==> src/relativistic_particle_pusher_core_assert.svh <==
// Assertion macros for the relativistic particle pusher core.
`ifndef RELATIVISTIC_PARTICLE_PUSHER_CORE_ASSERT_SVH
`define RELATIVISTIC_PARTICLE_PUSHER_CORE_ASSERT_SVH
`ifndef SYNTHESIS
`define RPP_ASSERT_IMP(label, clk, rst, ante, cons) \
   label: assert property (@(posedge clk) disable iff (rst) (ante) |-> (cons)) \
      else $error("%m: assertion failed");
`define RPP_ASSERT_NXT(label, clk, rst, ante, cons) \
   label: assert property (@(posedge clk) disable iff (rst) (ante) |=> (cons)) \
      else $error("%m: assertion failed");
`else
`define RPP_ASSERT_IMP(label, clk, rst, ante, cons)
`define RPP_ASSERT_NXT(label, clk, rst, ante, cons)
`endif
`endif

==> src/rpp_pkg.sv <==
// Shared types, constants and helper functions of the particle pusher.
`timescale 1ns / 1ps
package rpp_pkg;
   localparam int FRAC_BITS = 16;
   localparam int WORD_W = 32;
   localparam int MASS_W = 31;
   localparam int PROD_W = 2 * WORD_W;
   localparam int NUM_W = 3 * WORD_W;
   localparam int TERM_W = 41;
   localparam int CAP_SHIFT = TERM_W;
   localparam int DIV_W = MASS_W + FRAC_BITS + 1;
   localparam int SRC_W = PROD_W;
   localparam int DIV_STEPS = TERM_W;
   localparam int SQRT_STEPS = WORD_W;
   localparam int CNT_W = $clog2(DIV_STEPS);
   localparam int ADDR_W = 4;

   localparam logic [TERM_W-1:0] TERM_CAP = {1'b1, {(TERM_W-1){1'b0}}};

   localparam logic [1:0] REG_REST_MASS = 2'd0;
   localparam logic [1:0] REG_LIGHT_SPEED = 2'd1;
   localparam logic [1:0] REG_FORCE_SCALE = 2'd2;

   typedef enum logic [1:0] {
      OP_KICK,
      OP_DRIFT,
      OP_SET_POS,
      OP_SET_MOM
   } op_type;

   typedef enum logic [1:0] {
      ST_OK,
      ST_ZERO_ENERGY,
      ST_SATURATED
   } status_type;

   typedef enum logic [3:0] {
      S_IDLE,
      S_MUL1,
      S_MUL2,
      S_MUL3,
      S_NSUM,
      S_TERM,
      S_DIVRUN,
      S_ACC,
      S_SQMUL,
      S_SQADD,
      S_SQSTART,
      S_SQRT,
      S_DONE
   } state_type;

   typedef struct packed {
      logic              start;
      logic              sqrt_mode;
      logic [DIV_W-1:0]  rem_init;
      logic [SRC_W-1:0]  src;
      logic [DIV_W-1:0]  divisor;
   } iter_req_type;

   typedef struct packed {
      logic              done;
      logic [TERM_W-1:0] result;
   } iter_rsp_type;

   function automatic logic [WORD_W-1:0] mag32(input logic [WORD_W-1:0] v);
      return v[WORD_W-1] ? (~v + 1'b1) : v;
   endfunction

   function automatic logic [TERM_W-1:0] cap_term(input logic [NUM_W-1:0] v);
      return (v > NUM_W'(TERM_CAP)) ? TERM_CAP : v[TERM_W-1:0];
   endfunction

   // Adds a signed term to a word and clamps; the top bit flags a clamp.
   function automatic logic [WORD_W:0] sat_add(input logic [WORD_W-1:0] base,
                                                input logic [TERM_W:0] delta);
      logic signed [TERM_W+1:0] s;
      s = $signed({{(TERM_W+2-WORD_W){base[WORD_W-1]}}, base})
        + $signed({delta[TERM_W], delta});
      if (s > $signed({{(TERM_W+3-WORD_W){1'b0}}, {(WORD_W-1){1'b1}}})) begin
         return {1'b1, 1'b0, {(WORD_W-1){1'b1}}};
      end else if (s < -$signed({{(TERM_W+2-WORD_W){1'b0}}, 1'b1, {(WORD_W-1){1'b0}}})) begin
         return {1'b1, 1'b1, {(WORD_W-1){1'b0}}};
      end
      return {1'b0, s[WORD_W-1:0]};
   endfunction
endpackage

==> src/rpp_iter.sv <==
// Shared serial unit: restoring division and digit-by-digit square root.
`timescale 1ns / 1ps
module rpp_iter (
   input  logic                 clock,
   input  logic                 reset,
   input  rpp_pkg::iter_req_type req,
   output rpp_pkg::iter_rsp_type rsp
);
   import rpp_pkg::*;

   logic              busy_ff, busy_in;
   logic              done_ff, done_in;
   logic              mode_ff;
   logic [CNT_W-1:0]  cnt_ff;
   logic [DIV_W-1:0]  rem_ff;
   logic [SRC_W-1:0]  src_ff;
   logic [DIV_W-1:0]  div_ff;
   logic [TERM_W-1:0] res_ff;
   logic [DIV_W:0]    shv;
   logic [DIV_W:0]    opb;
   logic [DIV_W:0]    diff;
   logic              ge;

   always_comb begin
      if (mode_ff) begin
         shv = {{(DIV_W-35){1'b0}}, rem_ff[33:0], src_ff[SRC_W-1 -: 2]};
         opb = {{(DIV_W-33){1'b0}}, res_ff[WORD_W-1:0], 2'b01};
      end else begin
         shv = {rem_ff, src_ff[SRC_W-1]};
         opb = {1'b0, div_ff};
      end
      ge = (shv >= opb);
      diff = shv - opb;
   end

   always_comb begin
      busy_in = busy_ff;
      done_in = 1'b0;
      if (req.start) begin
         busy_in = 1'b1;
      end else if (busy_ff && cnt_ff == '0) begin
         busy_in = 1'b0;
         done_in = 1'b1;
      end
   end

   always_ff @(posedge clock) begin
      if (reset) begin
         busy_ff <= 1'b0;
         done_ff <= 1'b0;
      end else begin
         busy_ff <= busy_in;
         done_ff <= done_in;
      end
   end

   always_ff @(posedge clock) begin
      if (req.start) begin
         mode_ff <= req.sqrt_mode;
         rem_ff <= req.rem_init;
         src_ff <= req.src;
         div_ff <= req.divisor;
         res_ff <= '0;
         cnt_ff <= req.sqrt_mode ? CNT_W'(SQRT_STEPS - 1) : CNT_W'(DIV_STEPS - 1);
      end else if (busy_ff) begin
         rem_ff <= ge ? diff[DIV_W-1:0] : shv[DIV_W-1:0];
         res_ff <= {res_ff[TERM_W-2:0], ge};
         src_ff <= mode_ff ? {src_ff[SRC_W-3:0], 2'b00} : {src_ff[SRC_W-2:0], 1'b0};
         cnt_ff <= cnt_ff - 1'b1;
      end
   end

   assign rsp.done = done_ff;
   assign rsp.result = res_ff;
endmodule

==> config.mk <==
export PLATFORM = sky130hd
export DESIGN_NAME = rpp_iter
export DESIGN_NICKNAME = d
export VERILOG_FILES = /design/src/relativistic_particle_pusher_core_assert.svh /design/src/rpp_pkg.sv /design/src/rpp_iter.sv
export SDC_FILE = /design/constraint.sdc
export NUM_CORES = 1
export LEC_CHECK = 0
export ABC_AREA = 0
export BUFFER_PORTS_ARGS = -buffer_cell sky130_fd_sc_hd__buf_4
export CAP_MARGIN = 0
export CELL_PAD_IN_SITES_DETAIL_PLACEMENT = 0
export CELL_PAD_IN_SITES_GLOBAL_PLACEMENT = 1
export CORE_MARGIN = 1.5
export CORE_UTILIZATION = 25
export DETAILED_ROUTE_END_ITERATION = 8
export GPL_TIMING_DRIVEN = 0
export PLACE_DENSITY_LB_ADDON = 0.1
export SYNTH_ARGS = -nofsm -noshare
export SYNTH_HDL_FRONTEND = slang
export SYNTH_SLANG_ARGS = --single-unit
==> constraint.sdc <==
create_clock -name clock -period 5.9 [get_ports clock]
set_input_delay 0.295 -clock clock [delete_from_list [all_inputs] [get_ports clock]]
set_output_delay 0.295 -clock clock [all_outputs]
set_load 0.03 [all_outputs]
# == After elaboration in Yosys (flattened, before gate mapping) ==
# Index checks and enable logic that the tools add are counted.
# op_classes
reduce_logical,5
muxes,14
n_eq_ne,0
n_div,0
add_sub_neg,2
n_mul,0
shift,0
bitwise,0
magnitude_cmp,1
# op_table
cell,count
$mux 48,4
$mux 64,3
$ge 49x48->1,1
$mux 49,1
$sub 48x48->48,1
$mux 6,3
$logic_not 6->1,1
$sub 6x1->6 const B,1
$reduce_bool 2->1,2
$mux 1,3
$reduce_or 2->1,1
$logic_and 1x1->1,1
# word_totals
mem_count,0
inputBits,164
register_bits,210
latch_bits,0
word_cells,30
ramBits,0
mem_bits_ro,0

# == Logic depth before layout (Yosys ltp) ==
# Gate-level depths: netlist (run 1).
# logic_depth
depth_word,5
depth_mapped,19

# == Worst setup path before layout (run 1) ==
# No wires, ideal clock.
# synth_timing
kind,reg-to-reg
from,register mode_ff
to,register rem_ff[2] (data pin)
path_stages_with_launch,18
required_time_ns,5.639
arrival_time_ns,4.067
path_slack_ns,1.572
period_less_slack_ns,4.328
path_buffers,6
path_cell_list,edfxtp_1 -> clkbuf_1 -> clkbuf_1 -> clkbuf_1 -> clkbuf_1 -> mux2i_1 -> ha_1 -> a21o_1 -> a31oi_2 -> a211oi_1 -> o31ai_2 -> o211ai_2 -> o21a_4 -> a31oi_1 -> buf_6 -> buf_6 -> nor4_1 -> a311o_1
# synth_via
elab_chain_cells,5
# synth_rtl
item,line_no,rtl
start: declaration,rpp_iter.sv:13,logic mode_ff;
start signal: assignment,rpp_iter.sv:59,mode_ff <= req.sqrt_mode;
$mux 49 or $mux 48 (tied branches),rpp_iter.sv:25,if (mode_ff) begin
$sub 48x48->48 or $ge 49x48->1 (tied branches),"rpp_iter.sv:33, rpp_iter.sv:32",
$mux 48 (*),rpp_iter.sv:66,rem_ff <= ge ? diff[DIV_W-1:0] : shv[DIV_W-1:0];
$mux 48 (*),rpp_iter.sv:65,end else if (busy_ff) begin
$mux 48 (*),rpp_iter.sv:58,if (req.start) begin
end signal: assignment,rpp_iter.sv:60,rem_ff <= req.rem_init;
end signal: assignment,rpp_iter.sv:66,
end: declaration,rpp_iter.sv:15,logic [DIV_W-1:0] rem_ff;
# Mark *: on every way between the ends. The rest lies on a longest branch, timed or not. The select of a mux whose other input is x is not followed.
# A chain may end at the register's enable or synchronous reset.

# == Worst setup path after layout (run 1) ==
# layout_timing
from,register mode_ff
to,register rem_ff[37] (data pin)
# The elaborated chain is that of the path after synthesis.

==> results of run 1 <==
what timing repair did:
item | 4_1_cts | 5_1_grt
gates cloned | 0 | 0
pin swaps | 0 | 0
endpoints found under the hold margin | 116 | 0
endpoints found under the setup margin | 49 | 43
hold buffers | 115 | 0
resized for setup | 7 | 0
registers in the layout, summed over array words and instances, names as in the netlist:
name and cells:
res_ff 41, src_ff 64, busy_ff 1, rem_ff 48, done_ff 1, mode_ff 1
div_ff 48, cnt_ff 6
kinds of logic after synthesis:
logic type / after synthesis / synth area share
fa+ha+maj: 50 / 0.0495
simple gates: 360 / 0.136
xor+xnor: 41 / 0.0281
buf+inv: 100 / 0.0342
flops: 210 / 0.460
compound gates: 291 / 0.147
mux: 181 / 0.145
report_power, final:
| part | internal [W] | total, W | switching (W) |
|---|---|---|---|
| Sequential | 0.00184 | 0.00192 | 0.0000829 |
| Clock | 0.000956 | 0.00162 | 0.000666 |
| Combinational | 0.00101 | 0.00238 | 0.00137 |
final timing paths:
path           endpoint  slack, ps        from
max          rem_ff[37]        270     mode_ff
min          rem_ff[20]         30    req[132]
max reg2reg  rem_ff[37]        270     mode_ff
min reg2reg  res_ff[40]        530  res_ff[40]
per-layer routing:
| metal | part of all wire | vias up | GRT usage |
|---|---|---|---|
| li1 | - | 5305 | - |
| met1 | 0.45 | 5050 | 0.212 |
| met2 | 0.49 | 200 | 0.290 |
| met3 | 0.040 | 52 | 0.0263 |
| met4 | 0.022 | 2 | 0.0368 |
| met5 | 0.00039 | - | 0 |
worst max-delay path, stage by stage, from the launching register on:
cell and delay, ps:
edfxtp_1 690, clkbuf_2 500, clkbuf_2 450, clkdlybuf4s15_2 600, mux2i_1 330, ha_1 280
buf_2 180, a21o_1 210, a31oi_1 230, o41ai_1 110, a31oi_1 240, o211ai_2 200
o21a_4 290, a31oi_1 200, buf_6 190, buf_6 240, mux2i_1 280, o21ai_0 120
layout make-up:
type                            count  share of cell area
Tap cell                          672              0.0488
Buffer                             81              0.0223
Sequential cell                   210               0.341
Inverter                           18             0.00392
Clock buffer                       41              0.0452
Multi-Input combinational cell    923               0.375
Clock inverter                     10             0.00551
Timing Repair Buffer              322               0.158
per-stage QoR:
step	setup WS (ps)	setup TNS, ps	std cells
floorplan	1570	0	1233
global placement	-1020	-44180	2110
detailed placement	-897	-39040	2112
CTS	12.8	0	2278
global route	20.8	0	2277
finish	268	0	2277
placed cells by master (no fill, tap or decap), types with 43 or more instances in the layout:
| master | n |
|---|---|
| dfxtp_1 | 43 |
| clkbuf_1 | 54 |
| edfxtp_1 | 167 |
| buf_4 | 207 |
| nand2_1 | 120 |
| mux2i_1 | 145 |
| dlygate4sd3_1 | 115 |
| nor2_1 | 72 |
| ha_1 | 49 |
| a21oi_1 | 63 |
| o21ai_0 | 107 |
==> impl_metrics.tcl, run 1 <==
set metrics [dict create \
    outcome "finished clean" \
    synth.top_cell.area_share 0.392 \
    arrival_ps 5930 \
    start_kind "flop" \
    cts.clk_slew.worst_paths_ps 60 \
    ys_warn_count 0 \
    synth.most_common_cell "edfxtp_1" \
    yosys-top-cells-area "edfxtp_1, mux2i_1, dfxtp_1" \
    drcViolationCount 0 \
    p_leak_nw 6.96 \
    async_reset_ff_frac 0 \
    htree_num_levels 1 \
    syn2layout_area_growth_pct 34.9 \
    post_cts_buffers 0 \
    ys_types 65 \
    core_area_um2 50300 \
    synth-seq-area-share 0.460 \
    max-cap-violations 0 \
    grt-ovfl-total 0 \
    grt_pass1_wl_um 67400 \
    syn-cell-area_um2 12800 \
    clock_sinks 210 \
    cp_data_required_time_ps 6200 \
    fin_area_um2 17200 \
    slew_viol_final 0 \
    grt_setup_unrepaired "no" \
    cp-end-kind "flop" \
    post_drt_wl_per_cell_um 19.4 \
    hold_violations 0 \
    cts_tree "done" \
    clk_path_buf_depth 3 \
    min_path_type "primary input to flop" \
    multi_input_area_um2 6470 \
    port_buffers 205 \
    dr.pass1.iters 5 \
    drive_above_1_share 0.194 \
    postRouteWirelength_um 44100 \
    ys.flop_type "edfxtp_1" \
    finalHoldWorstSlack_ps 34.5 \
    dr_total_vias 10600 \
    cts_root_buf "clkbuf_16" \
    gp_congestion 0.809 \
    ys_seq_elements 210 \
    skew_ps 35.7 \
    diodes 0 \
    yosysTopAreaCell "edfxtp_1" \
    grt_pass1_vias 11300 \
    finalCritPeriodShare 0.954 \
    via_per_inst 4.66 \
    max-vdd-ir-drop_mv 0.189 \
    cp_max_fo 10 \
    max_freq_ghz 0.178 \
    slew-limit-headroom 0.330 \
    syn_area_per_cell_um2 10.4 \
    min_path_cells 3 \
    ant_nets 0 \
    grt_use_total 0.165 \
    grt_antenna_before_repair 1 \
    regArea_um2 5880 \
    worstSetupPathType "flop to flop" \
    total_power_w 0.00592 \
    die_w_um 229 \
    initial_core_util 0.254 \
    min_period_ps 5630 \
    fillers 5275 \
    worstMarginPinSlew_ps 1010 \
    power_density_nw_per_um2 343 \
    first_iter_violations 489 \
    synth_common_cells "edfxtp_1, mux2i_1, nand2_1, o21ai_0, nor2_1" \
    ioPinCount 206 \
    synthesis.nets 1447 \
    die-area_um2 52500 \
    fp.dieH_um 229 \
    cts_made_buffers 28 \
    synth_edf_count 167 \
    syn_inst 1233 \
    fp-row-count 82 \
    setup_violations 0 \
    dp_hpwl_um 33100 \
    clk_latency_ps 580 \
    grt_max_degree 55 \
    reg2regPathDepth 17 \
    nets 1798 \
    dpl_cell_area_um2 15200 \
    final_core_util 0.343 \
]
Power figures use the tool's default switching activity.
==> run 2, diff against run 1 <==
Settings changed: SETUP_SLACK_MARGIN from default to 0.4.
Clock period 5.9 ns to 5.7 ns, I/O delays scaled along.
==> run 2 against run 1 <==
  * Sequential power up 4%
  * Setup slack better by 390 ps
  * Core utilization up 0.090 points
  * Fmax up 12%
  * Combinational power up 3%
  * Critical endpoint is now rem_ff[21]
  * Register-to-register slack better by 390 ps
  * Clock-buffer cell count unchanged
==> impl_metrics.tcl, run 2 (synthesis results as in run 1) <==
set metrics [dict create \
    outcome "finished clean" \
    p_leak_nw 6.99 \
    grt_setup_unrepaired "no" \
    top_regs "src_ff: 64 flops, div_ff: 48 flops, rem_ff: 48 flops" \
    largest_reg_flops 64 \
    tns_ps 0 \
    reg2regPathDepth 16 \
    slowest_delay_ps 590 \
    finalCritPeriodShare 0.885 \
    skew_ps 36.0 \
    die-area_um2 52500 \
    slew-limit-headroom 0.321 \
    grt_pass1_vias 11300 \
    grt_max_degree 55 \
    core_area_um2 50300 \
    min_from "req[113]" \
    crit_chain "clkbuf_2, buf_4, buf_4, clkbuf_1, mux2i_1, ha_1, nand2_1, or4_1, nor2_2, o31ai_2, o211ai_2, o21a_4, a31oi_1, buf_6, nor2_1, a221o_1" \
    setup_violations 0 \
    drcViolationCount 0 \
    grt_pass1_wl_um 67500 \
    nets 1803 \
    p_sw_frac 0.357 \
    htree_num_levels 1 \
    min_period_ps 5040 \
    grt_use_total 0.165 \
    fp-row-count 82 \
    cp_data_required_time_ps 6100 \
    critPathTopFamily "buffers and inverters" \
    grt-ovfl-total 0 \
    cts_root_buf "clkbuf_16" \
    worstSetupPathType "flop to flop" \
    critPathMostFrequentCell "buf_4" \
    clock_sinks 210 \
    cp-end-kind "flop" \
    post_drt_wl_per_cell_um 19.3 \
    endpoint "rem_ff[21]" \
    postRouteWirelength_um 44100 \
    slew_viol_final 0 \
    power_frac_clock 0.274 \
    min_path_type "primary input to flop" \
    hold_violations 0 \
    cts_made_buffers 28 \
    ant_nets 0 \
    final_core_util 0.344 \
    power_density_nw_per_um2 354 \
    final_cell_mix "buf_4, edfxtp_1, mux2i_1, nand2_1, dlygate4sd3_1" \
    max-vdd-ir-drop_mv 0.195 \
    dr_total_vias 10600 \
    diodes 0 \
    dr.pass1.iters 5 \
    clk_path_buf_depth 3 \
    crit_start "mode_ff" \
    regToRegStartpoint "mode_ff" \
    drive_above_1_share 0.195 \
    arrival_ps 5450 \
    clk_latency_ps 580 \
    post_cts_buffers 0 \
    rr_endpoint "rem_ff[21]" \
    fillers 5274 \
    p_switching_w 0.00219 \
    cp_max_fo 10 \
    worstMarginPinSlew_ps 1020 \
    regMostFlops "src_ff" \
    total_power_w 0.00613 \
    dp_hpwl_um 33100 \
    cts.clk_slew.worst_paths_ps 60 \
    cts_tree "done" \
    worst-path-buf-inv 5 \
    cp.depth 16 \
    final_common_cell "buf_4" \
    fp.dieH_um 229 \
    ioPinCount 206 \
    max_freq_ghz 0.198 \
    start_kind "flop" \
    gp_congestion 0.809 \
    grt_antenna_before_repair 1 \
    via_per_inst 4.66 \
    initial_core_util 0.254 \
    die_w_um 229 \
    r2r_setup_slack_ps 660 \
    port_buffers 205 \
    combPwrFrac 0.402 \
    cpMaxStageDelayCell "clkbuf_1" \
    syn2layout_area_growth_pct 35.3 \
    first_iter_violations 544 \
    intPower_w 0.00394 \
    max-cap-violations 0 \
    p_seq_frac 0.325 \
]
[run 2: changes by cell type in the layout (fill, tap and decap cells not counted)]
| cell | previous run | this run |
|---|---|---|
| buf_1 | 17 | 18 |
| buf_2 | 7 | 8 |
| buf_4 | 207 | 210 |
| clkbuf_1 | 54 | 51 |
| clkbuf_4 | 0 | 1 |
| clkdlybuf4s15_2 | 2 | 0 |
| dlygate4sd3_1 | 115 | 119 |
[run 2: worst min path at each step]
stage	to	cells after the start
global route	rem_ff[47]	2
floorplan	busy_ff	1
global placement	busy_ff	2
finish	rem_ff[1]	3
detailed placement	busy_ff	2
CTS	rem_ff[47]	2
[run 2: repair_timing]
| item | CTS | global route |
|---|---|---|
| hold endpoints to repair | 120 | 0 |
| hold buffers | 119 | 0 |
| endpoints found under the setup margin | 49 | 41 |
| gates resized for setup | 15 | 11 |
| pin swaps | 0 | 0 |
[run 2: area by class of cell]
type / count / area [um2] / area share
Timing Repair Buffer: 326 / 2770 / 0.160
Sequential cell: 210 / 5880 / 0.340
Inverter: 18 / 67.6 / 0.00391
Buffer: 82 / 389 / 0.0225
Multi-Input combinational cell: 923 / 6470 / 0.374
Tap cell: 672 / 841 / 0.0486
Clock buffer: 41 / 779 / 0.0451
Clock inverter: 10 / 95.1 / 0.00550
[run 2: per-stage QoR]
step | setup slack, ps | area (um2) | instances | hold slack [ps]
after floorplan | 1370 | 12800 | 1233 | 357
after global placement | -1220 | 15200 | 2110 | 458
after detailed placement | -1100 | 15200 | 2112 | 462
after CTS | 454 | 17300 | 2282 | 1.40
after global routing | 409 | 17300 | 2282 | 12.3
final | 656 | 17300 | 2282 | 29.3
[run 2: worst register-to-register path: cells and delay by family (launching register included)]
kind                     cells  cell delay [ps]
AO/OA/AOI/OAI                5              890
adder cells (fa/ha/maj)      1              410
buffers and inverters        5             1670
flip-flops                   1              320
multiplexers                 1              240
AND/OR/NAND/NOR              4             1350
[run 2: layer usage]
layer  part of all wire  track usage  up-vias  wire length, um
li1                   -            -     5316                -
met2               0.49        0.289      210            21400
met4              0.023       0.0401        2             1030
met1               0.45        0.212     5069            20000
met5            0.00039            0        -               17
met3              0.039       0.0259       48             1700
[run 2: power by group through the flow]
stage	registers [W]	clock network (W)	logic, W
floorplan	0.00199	0	0.00171
global placement	0.00202	0	0.00242
detailed placement	0.00202	0	0.00241
CTS	0.00199	0.00174	0.00249
global route	0.00201	0.00180	0.00273
finish	0.00199	0.00168	0.00246
==> run 3, diff against run 2 <==
Settings changed: CELL_PAD_IN_SITES_DETAIL_PLACEMENT 0 to default, CELL_PAD_IN_SITES_GLOBAL_PLACEMENT 1 to default, PLACE_DENSITY_LB_ADDON 0.1 to default.
==> run 3 against run 2 <==
  * Setup slack lost 34 ps
  * Non-clock buffer count is 11 lower
  * Flip-flop and latch count stayed put
  * Power grew 1.1%
  * Clock power grew 7%
==> impl_metrics.tcl, run 3 (synthesis results as in run 1) <==
set metrics [dict create \
    arrival_ps 5380 \
    combPwrFrac 0.390 \
    grtUsageMet2 0.261 \
    setup_ws_ps 622 \
    cts_made_buffers 27 \
    p_seq_frac 0.321 \
    worstSetupPathType "flop to flop" \
    clk_latency_ps 570 \
    intPower_w 0.00403 \
    first_iter_violations 613 \
    setup_violations 0 \
    p_leak_nw 6.97 \
    cp_max_fo 10 \
    cts.clk_slew.worst_paths_ps 60 \
    grt-ovfl-total 0 \
    gp_congestion 0.915 \
    max-vdd-ir-drop_mv 0.235 \
    max_freq_ghz 0.197 \
    dp_hpwl_um 31200 \
    finalCritPeriodShare 0.891 \
    min_path_type "primary input to flop" \
    clk_path_buf_depth 3 \
    start_kind "flop" \
    gr-usage-met1 0.206 \
    cp-end-kind "flop" \
    drive_above_1_share 0.200 \
    cpMaxStageDelayCell "clkbuf_2" \
    max-cap-violations 0 \
    slowest_delay_ps 380 \
    cts_root_buf "clkbuf_16" \
    syn2layout_area_growth_pct 34.9 \
    grt_use_total 0.157 \
    critPathTopFamily "compound AO/OA/AOI/OAI gates" \
    outcome "finished clean" \
    via_per_inst 4.78 \
    port_buffers 205 \
    grt_max_degree 58 \
    grt_setup_unrepaired "no" \
    fp.dieH_um 229 \
    post_drt_wl_per_cell_um 18.7 \
    min_period_ps 5080 \
    crit_chain "clkbuf_2, clkbuf_4, clkbuf_4, clkbuf_2, mux2i_1, ha_1, a21o_1, a31oi_2, a211oi_1, o31ai_2, o211ai_2, o21a_4, a31oi_1, buf_6, buf_6, nor3_1, a311o_1" \
    initial_core_util 0.254 \
    final_cell_mix "buf_4, edfxtp_1, mux2i_1, nand2_1, dlygate4sd3_1" \
    die-area_um2 52500 \
    final_common_cell "buf_4" \
    ioPinCount 206 \
    grtUsageMet3 0.0309 \
    regMostFlops "src_ff" \
    grt_antenna_before_repair 5 \
    power_frac_clock 0.289 \
    cp_data_required_time_ps 6000 \
    hold_violations 0 \
    pre_cts_ws_ps -999 \
    nets 1791 \
    final_cells 2270 \
    worst-path-buf-inv 6 \
    largest_reg_flops 64 \
    busiest_layer "met2" \
    slew-limit-headroom 0.330 \
    htree_num_levels 1 \
    grt_pass1_wl_um 64100 \
    drcViolationCount 0 \
    core_area_um2 50300 \
    fp-row-count 82 \
    die_w_um 229 \
    grt_pass1_vias 11100 \
    power_density_nw_per_um2 359 \
    dr.pass1.iters 5 \
    p_sw_frac 0.350 \
    p_switching_w 0.00217 \
    post_cts_buffers 0 \
    cts_tree "done" \
    dr_total_vias 10900 \
    postRouteWirelength_um 42300 \
    diodes 0 \
    worstMarginPinSlew_ps 1010 \
    slew_viol_final 0 \
    skew_ps 26.6 \
    clock_sinks 210 \
    top_regs "src_ff: 64 flops, div_ff: 48 flops, rem_ff: 48 flops" \
    place_inst 2112 \
    ant_nets 0 \
    tns_ps 0 \
]
==> run 3: cell count changes in the layout (fill, tap and decap cells not counted), sizes merged <==
cell         previous run  this run
inv                    18        19
dlygate4sd3           119       108
clkinv                  9         5
bufinv                  1         2
clkbuf                 86        88
clkinvlp                0         2
buf                   244       241
==> run 3: worst paths after layout <==
check                   from         end  slack [ps]  cells after the start
hold / removal      req[101]  src_ff[53]          30                      3
setup reg to reg     mode_ff  rem_ff[23]         620                     17
hold reg to reg   res_ff[37]  res_ff[38]         520                      2
setup / recovery     mode_ff  rem_ff[23]         620                     17
==> run 3: layout make-up <==
class	count	area, um2
Sequential cell	210	5880
Inverter	18	67.6
Tap cell	672	841
Timing Repair Buffer	315	2670
Buffer	82	384
Fill cell	5169	33000
Clock inverter	10	124
Multi-Input combinational cell	923	6470
Clock buffer	40	816
==> run 3: stage by stage <==
step / total power [W] / instance area, um2 / util / hold slack, ps
5_1_grt: 0.00658 / 17200 / 0.343 / 5.92
3_3_place_gp: 0.00433 / 15200 / 0.302 / 454
4_1_cts: 0.00624 / 17300 / 0.343 / 0.176
3_5_place_dp: 0.00435 / 15200 / 0.303 / 457
2_1_floorplan: 0.00370 / 12800 / - / 357
6_report: 0.00620 / 17200 / 0.343 / 25.6
==> run 3: power groups by stage <==
stage          sequential [W]  combinational [W]  clock, W
2_1_floorplan         0.00199            0.00171         0
3_5_place_dp          0.00202            0.00233         0
4_1_cts               0.00199            0.00241   0.00185
3_3_place_gp          0.00202            0.00232         0
6_report              0.00199            0.00242   0.00179
5_1_grt               0.00201            0.00267   0.00190
==> run 3: tightest hold or removal path, stage by stage <==
cell     delay (ps)
buf_4            90
nand2_1          40
o21ai_0          60
==> run 3: timing repair <==
item,in CTS,in global routing
hold buffers,108,0
gates resized for setup,13,4
pin swaps,0,0
endpoints found under the hold margin,109,0
gates cloned,0,0
setup endpoints to repair,49,43
==> run 3: metal layers <==
layer / part of all wire / vias up / wire, um
met5: 0.0016 / - / 69
met4: 0.030 / 10 / 1260
met3: 0.058 / 65 / 2450
met2: 0.46 / 309 / 19700
met1: 0.45 / 5190 / 18900
li1: - / 5285 / -
